File: src/design/bta_pkg.sv
// Shared types, constants and helpers for the binary to ASCII converter.
package bta_pkg;

  localparam int unsigned ValueW      = 64;
  localparam int unsigned CharW       = 8;
  localparam int unsigned DigitW      = 4;
  localparam int unsigned NumDigits   = 20;
  localparam int unsigned BitsPerStep = 4;
  localparam int unsigned ConvSteps   = ValueW / BitsPerStep;
  localparam int unsigned StepW       = $clog2(ConvSteps);
  localparam int unsigned DigIdxW     = $clog2(NumDigits);

  localparam int unsigned InQueueDepthDef  = 2;
  localparam int unsigned OutQueueDepthDef = 2;

  localparam logic [CharW-1:0] ChZero  = 8'h30;
  localparam logic [CharW-1:0] ChUpperA = 8'h41;
  localparam logic [CharW-1:0] ChLowerX = 8'h78;

  typedef logic [NumDigits-1:0][DigitW-1:0] digits_t;

  // Classified input beat handed from the front to the back.
  typedef struct packed {
    logic              hex;
    logic              prefix;  // "0x" wanted: hex, flag set, value nonzero
    logic [ValueW-1:0] value;
  } item_t;

  // One output character beat.
  typedef struct packed {
    logic             last;
    logic [CharW-1:0] char_code;
  } res_t;

  typedef enum logic [2:0] {
    BkIdle,
    BkConv,
    BkScan,
    BkPfx0,
    BkPfx1,
    BkEmit
  } back_state_e;

  // One double-dabble step: correct every BCD digit, then shift in one bit.
  function automatic digits_t dabble(input digits_t bcd, input logic b);
    digits_t adj;
    logic [NumDigits*DigitW-1:0] flat;
    for (int i = 0; i < NumDigits; i++) begin
      adj[i] = (bcd[i] >= DigitW'(5)) ? bcd[i] + DigitW'(3) : bcd[i];
    end
    flat = adj;
    flat = {flat[NumDigits*DigitW-2:0], b};
    return digits_t'(flat);
  endfunction

  function automatic logic [CharW-1:0] digit_char(input logic [DigitW-1:0] d);
    logic [CharW-1:0] c;
    if (d < DigitW'(10)) begin
      c = ChZero + CharW'(d);
    end else begin
      c = ChUpperA + CharW'(d) - CharW'(10);
    end
    return c;
  endfunction

endpackage

File: src/design/binary_to_ascii_dec_hex_top.sv
// Binary to ASCII text converter (decimal or hex), top level.
// Decimal: the back end pops the number, runs 4-bit-per-cycle double dabble, does one
// leading-zero scan, then emits the characters.
// Hex: pop, scan, then the "0x" prefix if wanted and the digits. One character per cycle
// while the result queue has room; queues on both sides let input and output stall
// independently. Async active-low reset empties both.
module binary_to_ascii_dec_hex_top #(
  parameter int unsigned InQueueDepth  = bta_pkg::InQueueDepthDef,
  parameter int unsigned OutQueueDepth = bta_pkg::OutQueueDepthDef
) (
  input  logic                      clk_i,
  input  logic                      rst_ni,
  input  logic                      push,
  output logic                      full,
  input  logic                      func_i,
  input  logic [bta_pkg::ValueW-1:0] value_i,
  input  logic                      show_prefix_i,
  output logic                      empty,
  input  logic                      pop,
  output logic [bta_pkg::CharW-1:0] char_code_o,
  output logic                      last_o
);
  import bta_pkg::*;

  item_t item;
  logic  item_empty;
  logic  item_pop;

  bta_front #(
    .QueueDepth (InQueueDepth)
  ) u_front (
    .clk_i         (clk_i),
    .rst_ni        (rst_ni),
    .push_i        (push),
    .full_o        (full),
    .func_i        (func_i),
    .value_i       (value_i),
    .show_prefix_i (show_prefix_i),
    .item_o        (item),
    .item_empty_o  (item_empty),
    .item_pop_i    (item_pop)
  );

  bta_back #(
    .QueueDepth (OutQueueDepth)
  ) u_back (
    .clk_i        (clk_i),
    .rst_ni       (rst_ni),
    .item_i       (item),
    .item_empty_i (item_empty),
    .item_pop_o   (item_pop),
    .empty_o      (empty),
    .pop_i        (pop),
    .char_code_o  (char_code_o),
    .last_o       (last_o)
  );

endmodule

File: src/design/bta_fifo.sv
// Small generic register queue used on both sides of the converter.
module bta_fifo #(
  parameter int unsigned Width = 8,
  parameter int unsigned Depth = 2
) (
  input  logic             clk_i,
  input  logic             rst_ni,
  input  logic             push_i,
  input  logic [Width-1:0] data_i,
  output logic             full_o,
  input  logic             pop_i,
  output logic [Width-1:0] data_o,
  output logic             empty_o
);

  localparam int unsigned AddrW = (Depth > 1) ? $clog2(Depth) : 1;
  localparam int unsigned CntW  = $clog2(Depth + 1);

  logic [Width-1:0] mem_q [Depth];
  logic [AddrW-1:0] wr_ptr_q, wr_ptr_d, rd_ptr_q, rd_ptr_d;
  logic [CntW-1:0]  cnt_q, cnt_d;
  logic             do_push, do_pop;

  assign full_o  = (cnt_q == CntW'(Depth));
  assign empty_o = (cnt_q == '0);
  assign do_push = push_i && !full_o;
  assign do_pop  = pop_i && !empty_o;
  assign data_o  = mem_q[rd_ptr_q];

  always_comb begin
    wr_ptr_d = wr_ptr_q;
    rd_ptr_d = rd_ptr_q;
    cnt_d    = cnt_q;
    if (do_push) begin
      wr_ptr_d = (wr_ptr_q == AddrW'(Depth - 1)) ? '0 : wr_ptr_q + AddrW'(1);
    end
    if (do_pop) begin
      rd_ptr_d = (rd_ptr_q == AddrW'(Depth - 1)) ? '0 : rd_ptr_q + AddrW'(1);
    end
    if (do_push && !do_pop) begin
      cnt_d = cnt_q + CntW'(1);
    end else if (do_pop && !do_push) begin
      cnt_d = cnt_q - CntW'(1);
    end
  end

  always_ff @(posedge clk_i or negedge rst_ni) begin
    if (!rst_ni) begin
      wr_ptr_q <= '0;
      rd_ptr_q <= '0;
      cnt_q    <= '0;
    end else begin
      wr_ptr_q <= wr_ptr_d;
      rd_ptr_q <= rd_ptr_d;
      cnt_q    <= cnt_d;
    end
  end

  always_ff @(posedge clk_i) begin
    if (do_push) begin
      mem_q[wr_ptr_q] <= data_i;
    end
  end

endmodule

File: src/design/bta_front.sv
// Front end: takes input beats, classifies them and queues them for the back end.
module bta_front #(
  parameter int unsigned QueueDepth = bta_pkg::InQueueDepthDef
) (
  input  logic                      clk_i,
  input  logic                      rst_ni,
  input  logic                      push_i,
  output logic                      full_o,
  input  logic                      func_i,
  input  logic [bta_pkg::ValueW-1:0] value_i,
  input  logic                      show_prefix_i,
  output bta_pkg::item_t            item_o,
  output logic                      item_empty_o,
  input  logic                      item_pop_i
);
  import bta_pkg::*;

  item_t                 item_in;
  logic [$bits(item_t)-1:0] item_raw;

  always_comb begin
    item_in.hex    = func_i;
    // prefix only for nonzero hex values
    item_in.prefix = func_i && show_prefix_i && (value_i != '0);
    item_in.value  = value_i;
  end

  bta_fifo #(
    .Width ($bits(item_t)),
    .Depth (QueueDepth)
  ) u_queue (
    .clk_i   (clk_i),
    .rst_ni  (rst_ni),
    .push_i  (push_i),
    .data_i  (item_in),
    .full_o  (full_o),
    .pop_i   (item_pop_i),
    .data_o  (item_raw),
    .empty_o (item_empty_o)
  );

  assign item_o = item_t'(item_raw);

endmodule

File: src/design/bta_back.sv
// Back end: BCD conversion, leading-zero scan and character serializer.
module bta_back #(
  parameter int unsigned QueueDepth = bta_pkg::OutQueueDepthDef
) (
  input  logic                      clk_i,
  input  logic                      rst_ni,
  input  bta_pkg::item_t            item_i,
  input  logic                      item_empty_i,
  output logic                      item_pop_o,
  output logic                      empty_o,
  input  logic                      pop_i,
  output logic [bta_pkg::CharW-1:0] char_code_o,
  output logic                      last_o
);
  import bta_pkg::*;

  back_state_e          state_q, state_d;
  logic                 pfx_q, pfx_d;
  logic [ValueW-1:0]    val_q, val_d;
  digits_t              dig_q, dig_d;
  logic [StepW-1:0]     step_q, step_d;
  logic [DigIdxW-1:0]   idx_q, idx_d;
  logic [DigIdxW-1:0]   msd;
  res_t                 res;
  logic                 res_push, res_full;
  logic [$bits(res_t)-1:0] res_raw;
  res_t                 res_out;

  // highest nonzero digit, zero when all digits are zero
  always_comb begin
    msd = '0;
    for (int i = 0; i < NumDigits; i++) begin
      if (dig_q[i] != '0) begin
        msd = DigIdxW'(i);
      end
    end
  end

  always_comb begin
    digits_t     acc;
    logic [ValueW-1:0] v;
    state_d    = state_q;
    pfx_d      = pfx_q;
    val_d      = val_q;
    dig_d      = dig_q;
    step_d     = step_q;
    idx_d      = idx_q;
    item_pop_o = 1'b0;
    res_push   = 1'b0;
    res        = '0;
    acc        = dig_q;
    v          = val_q;
    unique case (state_q)
      BkIdle: begin
        if (!item_empty_i) begin
          item_pop_o = 1'b1;
          pfx_d      = item_i.prefix;
          val_d      = item_i.value;
          step_d     = '0;
          if (item_i.hex) begin
            dig_d   = digits_t'({{(NumDigits*DigitW-ValueW){1'b0}}, item_i.value});
            state_d = BkScan;
          end else begin
            dig_d   = '0;
            state_d = BkConv;
          end
        end
      end
      BkConv: begin
        for (int k = 0; k < BitsPerStep; k++) begin
          acc = dabble(acc, v[ValueW-1]);
          v   = v << 1;
        end
        dig_d  = acc;
        val_d  = v;
        step_d = step_q + StepW'(1);
        if (step_q == StepW'(ConvSteps - 1)) begin
          state_d = BkScan;
        end
      end
      BkScan: begin
        idx_d   = msd;
        state_d = pfx_q ? BkPfx0 : BkEmit;
      end
      BkPfx0: begin
        res.char_code = ChZero;
        if (!res_full) begin
          res_push = 1'b1;
          state_d  = BkPfx1;
        end
      end
      BkPfx1: begin
        res.char_code = ChLowerX;
        if (!res_full) begin
          res_push = 1'b1;
          state_d  = BkEmit;
        end
      end
      BkEmit: begin
        res.char_code = digit_char(dig_q[idx_q]);
        res.last      = (idx_q == '0);
        if (!res_full) begin
          res_push = 1'b1;
          if (idx_q == '0) begin
            state_d = BkIdle;
          end else begin
            idx_d = idx_q - DigIdxW'(1);
          end
        end
      end
      default: state_d = BkIdle;
    endcase
  end

  always_ff @(posedge clk_i or negedge rst_ni) begin
    if (!rst_ni) begin
      state_q <= BkIdle;
    end else begin
      state_q <= state_d;
    end
  end

  always_ff @(posedge clk_i) begin
    pfx_q  <= pfx_d;
    val_q  <= val_d;
    dig_q  <= dig_d;
    step_q <= step_d;
    idx_q  <= idx_d;
  end

  bta_fifo #(
    .Width ($bits(res_t)),
    .Depth (QueueDepth)
  ) u_res_queue (
    .clk_i   (clk_i),
    .rst_ni  (rst_ni),
    .push_i  (res_push),
    .data_i  (res),
    .full_o  (res_full),
    .pop_i   (pop_i),
    .data_o  (res_raw),
    .empty_o (empty_o)
  );

  assign res_out     = res_t'(res_raw);
  assign char_code_o = res_out.char_code;
  assign last_o      = res_out.last;

  // every value bit has been shifted into the BCD digits at the end of conversion
  a_conv_drained: assert property (@(posedge clk_i) disable iff (!rst_ni)
    (state_q == BkConv && step_q == StepW'(ConvSteps - 1)) |=> (val_q == '0))
    else $error("bta_back: value bits left after conversion");

  // hex beats skip the BCD conversion
  a_hex_skips_conv: assert property (@(posedge clk_i) disable iff (!rst_ni)
    (state_q == BkIdle && item_pop_o && item_i.hex) |=> (state_q == BkScan))
    else $error("bta_back: hex beat entered conversion");

  // the serializer never stalls with a beat lost
  a_no_push_full: assert property (@(posedge clk_i) disable iff (!rst_ni)
    res_push |-> !res_full)
    else $error("bta_back: push into full result queue");

  // the digit index stays within the digits while emitting
  a_idx_range: assert property (@(posedge clk_i) disable iff (!rst_ni)
    (state_q == BkEmit) |-> (idx_q < DigIdxW'(NumDigits)))
    else $error("bta_back: digit index out of range");

endmodule
File: config.mk
export PLATFORM = sky130hd
export DESIGN_NAME = binary_to_ascii_dec_hex_top
export DESIGN_NICKNAME = d
export VERILOG_FILES = /design/src/design/bta_pkg.sv /design/src/design/binary_to_ascii_dec_hex_top.sv /design/src/design/bta_fifo.sv /design/src/design/bta_front.sv /design/src/design/bta_back.sv
export SDC_FILE = /design/constraint.sdc
export NUM_CORES = 1
export LEC_CHECK = 0
export ABC_AREA = 1
export BUFFER_PORTS_ARGS = -buffer_cell sky130_fd_sc_hd__buf_2
export CAP_MARGIN = 10
export CORE_UTILIZATION = 40
export DETAILED_ROUTE_END_ITERATION = 8
export PLACE_DENSITY = 0.64
export SETUP_SLACK_MARGIN = 0.05
export SYNTH_ARGS = -nofsm -noshare
export SYNTH_HDL_FRONTEND = slang
export SYNTH_SLANG_ARGS = --single-unit
File: constraint.sdc
create_clock -name clk_i -period 5.3 [get_ports clk_i]
set_input_delay 1.325 -clock clk_i [delete_from_list [all_inputs] [get_ports clk_i]]
set_output_delay 1.325 -clock clk_i [all_outputs]
set_load 0.01 [all_outputs]
# [Yosys cells after proc, flatten, opt, wreduce, memory -nomap -nowiden]
# Memory sizes are Yosys's and may differ from the RTL's.
# Index checks and enable logic that the tools add are counted.
[totals] memories=2 wordCells=414 ram_bits=150 latchBits=0 in_bits=70 mem_bits_ro=0 regBits=165
[classes] n_mux=139 n_addsub=93 n_mul=0 eq_ne=15 shift=0 n_reduce_logical=51 n_div=0 magnitude_cmp=82 bitwise=1
[memory_table] name="u_front.u_queue.mem_q" words=2 width=66 read_ports=1 rd_ports_with_merged_regs=0 wr=1 line_no="bta_fifo.sv:19" source="logic [Width-1:0] mem_q [Depth];"
[memory_table] name="u_back.u_res_queue.mem_q" words=2 width=9 read_ports=1 rd_ports_with_merged_regs=0 wr=1 line_no="bta_fifo.sv:19"
[ops] op="4-bit by 3-bit >= comparator with 1-bit output (second input constant)" count=80
[ops] op="4-bit 2-to-1 mux" count=78
[ops] op="4-bit by 2-bit adder with 4-bit output (second input constant)" count=76
[ops] op="80-bit case mux with 2 select lines" count=1
[ops] op="64-bit 2-to-1 mux" count=2
[ops] op="64-bit case mux with 2 select lines" count=1
[ops] op="5-bit 2-to-1 mux" count=20
[ops] op="80-bit 2-to-1 mux" count=1
[ops] op="4-bit nonzero test" count=19
[ops] op="64-bit nonzero test" count=1
[ops] op="3-bit 2-to-1 mux" count=11
[ops] op="8-bit case mux with 3 select lines" count=1
[ops] op="4-bit binary-select mux with 5-bit select" count=1
[ops] op="3-bit case mux with 6 select lines" count=1
[ops] op="1-bit 2-to-1 mux" count=14
[ops] op="3-bit by 2-bit adder with 3-bit output (second input constant)" count=4
[ops] op="1-bit logical AND" count=10
[ops] op="2-bit 2-to-1 mux" count=5
[ops] op="2-bit inequality test (second input constant)" count=5
[ops] op="5-bit case mux with 2 select lines" count=1
[ops] op="7-bit by 4-bit adder with 8-bit output (first input constant)" count=1
[ops] op="1-bit logical NOT" count=8
[ops] op="8-bit 2-to-1 mux" count=1
[ops] op="4-bit case mux with 2 select lines" count=1
[ops] op="other kinds (24)" count=38

# [Logic depth before layout (Yosys ltp)]
[depth] ltp_word=21 mapped_depth=29 ltp_nobuf=29

# [By module]
# Synthesis repeated with hierarchy kept, for this count alone.
[hier_totals] cells_unflattened=2999 hier_area_um2=22397.7
[modules_own_cells] module="bta_back" area_each_um2=16228.1 seq_area_each_um2=4699.5 n_inst=1 cells_per_inst=2480
[modules_own_cells] module="bta_fifo at u_front.u_queue" area_each_um2=5047.3 seq_area_each_um2=4063.9 n_inst=1 cells_per_inst=377
[modules_own_cells] module="bta_fifo at u_back.u_res_queue" area_each_um2=880.8 seq_area_each_um2=640.6 n_inst=1 cells_per_inst=78
[modules_own_cells] module="bta_front" area_each_um2=241.5 seq_area_each_um2=0.0 n_inst=1 cells_per_inst=64

# [Worst setup path after synthesis]
# No wires, ideal clock.
[synth_timing] kind="input-to-reg" start="in push" end="mem u_front.u_queue.mem_q[1][0] (netlist bit), enable pin" cell_stages=2 t_required_ns=4.808 n_path_buf=0 arrival_time_ns=4.247 slack_ns=0.561 cell_sequence="o21ai_0 nor2_1"
[synth_between] elab_chain_len=3
[synth_lines] element="start: declaration" line_no="binary_to_ascii_dec_hex_top.sv:13" source="input logic push,"
[synth_lines] element="1-bit logical AND" line_no="bta_fifo.sv:26" source="assign do_push = push_i && !full_o;"
[synth_lines] element="1-bit 2-to-1 mux" line_no="bta_fifo.sv:60" source="if (do_push) begin"
[synth_lines] element="1-bit 2-to-1 mux (not written as such)" line_no="bta_fifo.sv:61" source="mem_q[wr_ptr_q] <= data_i;"
[synth_lines] element="end: declaration" line_no="bta_fifo.sv:19"
# Every way passes these cells.

# [Worst setup path in the final report]
[layout_timing] start="reg u_back.dig_q[72] (netlist bit)" end="reg u_back.dig_q[77] (netlist bit), data pin"
[layout_between] elab_chain_len=9 elab_cells_between_ends=19
[layout_lines] element="start: declaration" line_no="bta_back.sv:20" source="digits_t dig_q, dig_d;"
[layout_lines] element="start signal: assignment" line_no="bta_back.sv:126" source="dig_q <= dig_d;"
[layout_lines] element="4-bit by 2-bit adder with 4-bit output or 4-bit by 3-bit >= comparator with 1-bit output (tied branches)" line_no="bta_pkg.sv:49" source="adj[i] = (bcd[i] >= DigitW'(5)) ? bcd[i] + DigitW'(3) : bcd[i];"
[layout_lines] element="4-bit 2-to-1 mux *" line_no="bta_pkg.sv:49"
[layout_lines] element="4-bit by 2-bit adder with 4-bit output (tied with other cells)" line_no="bta_pkg.sv:49"
[layout_lines] element="4-bit 2-to-1 mux or 3-bit 2-to-1 mux (tied branches)" line_no="bta_pkg.sv:49"
[layout_lines] element="4-bit by 2-bit adder with 4-bit output (tied with other cells)" line_no="bta_pkg.sv:49"
[layout_lines] element="4-bit 2-to-1 mux or 3-bit 2-to-1 mux (tied branches)" line_no="bta_pkg.sv:49"
[layout_lines] element="4-bit by 3-bit >= comparator with 1-bit output or 3-bit by 2-bit adder with 3-bit output (tied branches)" line_no="bta_pkg.sv:49"
[layout_lines] element="3-bit 2-to-1 mux *" line_no="bta_pkg.sv:49"
[layout_lines] element="80-bit case mux with 2 select lines *" line_no="bta_back.sv:53" source="unique case (state_q)"
# Mark *: on every way between the ends. The rest lies on a longest branch, timed or not.
# A chain may end at the register's enable or synchronous reset.

==> results.rst <==
.. list-table::
   :header-rows: 1

   * - Metric
     - Value
   * - Critical Path Fanout Max
     - 4
   * - DRC viols
     - 0
   * - Start of the worst register-to-register path
     - u_back.dig_q[72]
   * - Startpoint of the worst setup timing path
     - u_back.dig_q[72]
   * - # IOs
     - 81
   * - Number of setup buffers added after CTS
     - 0
   * - Buffer levels on the longest clock path
     - 3
   * - Largest net degree at the start of global routing
     - 84
   * - Post-synthesis cell type count
     - 49
   * - Starting density of the core
     - roughly two fifths
   * - Antenna violations before repair
     - 0
   * - Ys Warns
     - 0
   * - # Max-Cap Violations
     - 0
   * - Via total after detailed routing
     - 19000
   * - Result of the run
     - finished clean
   * - Fin. Hold Viols
     - 0
   * - CTS Buf Count
     - 37
   * - Number of DRC markers in iteration 0
     - 1328
   * - Number of slew-limit violations in the final report
     - 0
   * - Cell count after synthesis
     - 2895
   * - Vias in the first global route
     - 17600
   * - Worst min-delay path startpoint
     - u_back.val_q[21]
   * - Async set-or-reset flop fraction in the synthesized netlist
     - approximately 3.5%
   * - Kind of start point of the critical path
     - flip-flop
   * - Data required time at the worst endpoint
     - 5.62 ns
   * - Actual slew at the worst max-slew pin
     - roughly 0.97 ns
   * - CP endpoint kind
     - flip-flop
   * - Peak per-stage delay on the critical path
     - approximately 0.46 ns
   * - PostCTS Resize Cnt
     - 0
   * - Area delta synth->final
     - 10.8%
   * - Mean Syn Cell Area
     - roughly 7.4 um^2
   * - Cell row count
     - 84
   * - RSZ-0062 raised after global routing
     - no
   * - Data arrival at the endpoint of the critical path
     - 4.29 ns
   * - Vias per cell
     - between 5 and 6
   * - Relative slew slack
     - 35.5%
   * - Syn Nets
     - 3060
   * - Number of synthesized flops with an enable pin
     - a little over 300
   * - Net total in the final layout
     - 3129
   * - Shortest clock period the worst path allows after layout
     - 3.98 ns
   * - Detail Placement HPWL
     - 39800 um
   * - Worst min-delay path category
     - flip-flop to flip-flop
   * - Die W
     - 234 um
   * - CTS H-tree depth
     - 2
   * - Number of iterations in the first detailed-routing pass
     - 7
   * - Share of the clock period used by the worst path after layout
     - 75.1%
   * - Final antenna diode count
     - 0
   * - Proportion of layout cells with a drive suffix above 1
     - 9.28%
   * - Dominant register cell in the synthesized netlist
     - edfxtp_1
   * - Cells along the critical path
     - ha_1 -> nor2_1 -> nand2_1 -> nand2_1 -> xor2_1 -> ha_1 -> inv_1 -> o21ai_2 -> nand2_1 -> nand3_1 -> inv_1 -> ha_1 -> o21ai_0 -> nand2_1 -> xor2_1 -> ha_1 -> inv_1 -> o211ai_1 -> nand3_1 -> nand2_1 -> nor2_1
   * - Clk root buf
     - clkbuf_16
   * - Total global-route track usage
     - 19.4%
   * - Mapped Area
     - between 20000 and 25000 um^2
   * - Grt ovf
     - 0
   * - Clock transition at the registers of the reported paths
     - 0.06 ns
   * - Setup clock skew after layout
     - between 0.015 and 0.02 ns
   * - Synthesized flop and latch total
     - roughly 310
   * - Cell occurring most often along the worst timing path
     - nand2_1
   * - Average routed wire per standard cell
     - between 10 and 15 um
   * - Standard cell core area
     - ~53000 um^2
   * - Setup tns final
     - 0 ns
   * - Crit path max-delay family
     - simple AND/OR/NAND/NOR gates
   * - Count of buffer and inverter cells on the critical path
     - 3
   * - Residual antenna-violating net count after detailed routing
     - 0
   * - Total detailed-routing wirelength
     - 53700 um
   * - Global placement routability congestion
     - 0.889
   * - Clock tree from TritonCTS
     - built
   * - Critical Path Slowest Stage Cell
     - edfxtp_1
   * - Hold_buf cts
     - 0
   * - Die area
     - 54700 um^2
   * - Vertical extent of the die
     - 234 um
   * - Later-pin clock latency in the skew report
     - approximately 0.56 ns
   * - Setup violations, final
     - 0
   * - Critical path start-end classification
     - flip-flop to flip-flop
   * - Number of buffer cells added on primary ports
     - 79
   * - Number of clock sinks
     - about 310
   * - Global-route wire length before repair
     - 85200 um
   * - Highest achievable clock rate
     - between 200 and 300 MHz
   * - Sequential area share after synthesis
     - between 40% and 50%
## flip-flops by register name (all words and copies together) (netlist names)
signal / flops
u_back.dig_q: 80
u_back.idx_q: 5
u_back.pfx_q: 1
u_back.state_q: 3
u_back.step_q: 4
u_back.u_res_queue.cnt_q: 2
u_back.u_res_queue.mem_q: 16
u_back.u_res_queue.rd_ptr_q: 1
u_back.u_res_queue.wr_ptr_q: 1
u_back.val_q: 64
u_front.u_queue.cnt_q: 2
u_front.u_queue.mem_q: 132
u_front.u_queue.rd_ptr_q: 1
u_front.u_queue.wr_ptr_q: 1
## final timing paths
path	to	slack [ns]	cells after the start
setup / recovery	u_back.dig_q[77]	1.32	21
hold / removal	u_back.val_q[25]	0.52	2
setup reg to reg	u_back.dig_q[77]	1.32	21
hold reg to reg	u_back.val_q[25]	0.52	2
max in group asynchronous	u_front.u_queue.rd_ptr_q	4.31	1
min in group asynchronous	u_back.state_q[2]	0.68	1
## synth_stat cells (2+ instances only)
cell	number	share of area (%)
ha_1	95	5.5
a31oi_1	2	0.058
o21bai_1	7	0.24
o22ai_1	19	0.55
nand3_1	268	6.2
buf_1	3	0.052
clkinv_1	2	0.035
xor2_1	18	0.73
a32oi_1	2	0.081
nor4_1	18	0.52
inv_1	360	6.3
o21ai_0	101	2.3
nand4_1	46	1.3
and2_1	22	0.64
xor2_2	2	0.15
buf_2	5	0.12
o21ai_1	10	0.23
o21ai_2	23	0.94
nor3_1	5	0.12
nand3b_1	15	0.52
a21oi_1	83	1.9
nor2_1	126	2.2
dfrtp_1	11	1.3
or2_1	3	0.087
a211oi_1	3	0.10
a21o_1	4	0.14
nand2_2	64	1.9
edfxtp_1	302	42
o21a_1	2	0.070
nand3_2	23	1.1
xnor2_1	3	0.12
or2_2	7	0.20
clkbuf_1	51	0.89
o211ai_1	9	0.31
inv_2	9	0.16
nand2_1	1159	20
## per-layer routing
layer / share of wire (%) / global-route usage, % / wire, um / vias to the layer above
met5: 0 / 0 / 0 / -
met4: 2.4 / 6.07 / 1300 / 0
met1: 46 / 25.7 / 24600 / 8770
li1: - / - / - / 9600
met3: 5.5 / 2.81 / 2980 / 89
met2: 46 / 32.6 / 24800 / 502
## final cells by class
class,count,area [um^2]
multi-input cells,2150,10600
clock buffers,45,977
flip-flops and latches,313,9350
inverters,371,1390
clock inverters,16,169
well taps,688,861
fillers,5175,29000
repair buffers,91,523
## worst register-to-register path, delay by kind of cell, from the launching register on
kind / cells / cell delay [ns]
flip-flops: 1 / 0.46
AO/OA/AOI/OAI: 3 / 0.67
adder cells (fa/ha/maj): 4 / 0.89
buffers and inverters: 3 / 0.19
AND/OR/NAND/NOR: 9 / 0.92
XOR/XNOR: 2 / 0.60
## stage by stage
stage	instances	util [%]	setup WS [ns]	hold WS, ns	area [um^2]
after floorplan	2895	-	0.561	0.487	21500
after global placement	3613	42.9	1.52	0.506	22700
after detailed placement	3613	42.9	1.34	0.508	22700
after CTS	3674	45.1	1.31	0.519	23800
after global routing	3674	45.1	0.912	0.534	23800
final	3674	45.1	1.32	0.520	23800
## logic make-up after synthesis
family	share of synthesized area, %
buffers and inverters	7.62
multiplexers	0.0465
flip-flops	43.4
AND/OR/NAND/NOR	35.1
adder cells (fa/ha/maj)	5.52
XOR/XNOR	1.01
AO/OA/AOI/OAI	7.27
other	0.0174
## layout by cell type (no fill, tap or decap), types with 8 or more instances in the layout
cell type | synthesis | layout
nand2_1 | 1159 | 1158
inv_1 | 360 | 358
edfxtp_1 | 302 | 302
nand3_1 | 268 | 268
nor2_1 | 126 | 123
o21ai_0 | 101 | 101
ha_1 | 95 | 95
a21oi_1 | 83 | 83
buf_2 | 5 | 79
nand2_2 | 64 | 64
nand4_1 | 46 | 46
clkbuf_16 | 0 | 38
nand3_2 | 23 | 23
o21ai_2 | 23 | 23
and2_1 | 22 | 22
o22ai_1 | 19 | 19
xor2_1 | 18 | 18
nor4_1 | 18 | 18
nand3b_1 | 15 | 15
inv_2 | 9 | 10
o21ai_1 | 10 | 10
dfrtp_1 | 11 | 10
o211ai_1 | 9 | 9
buf_4 | 1 | 9
clkinv_1 | 2 | 8
Power is not shown: default switching activity piles up to over one toggle a cycle in this logic, so the estimate is an artifact.
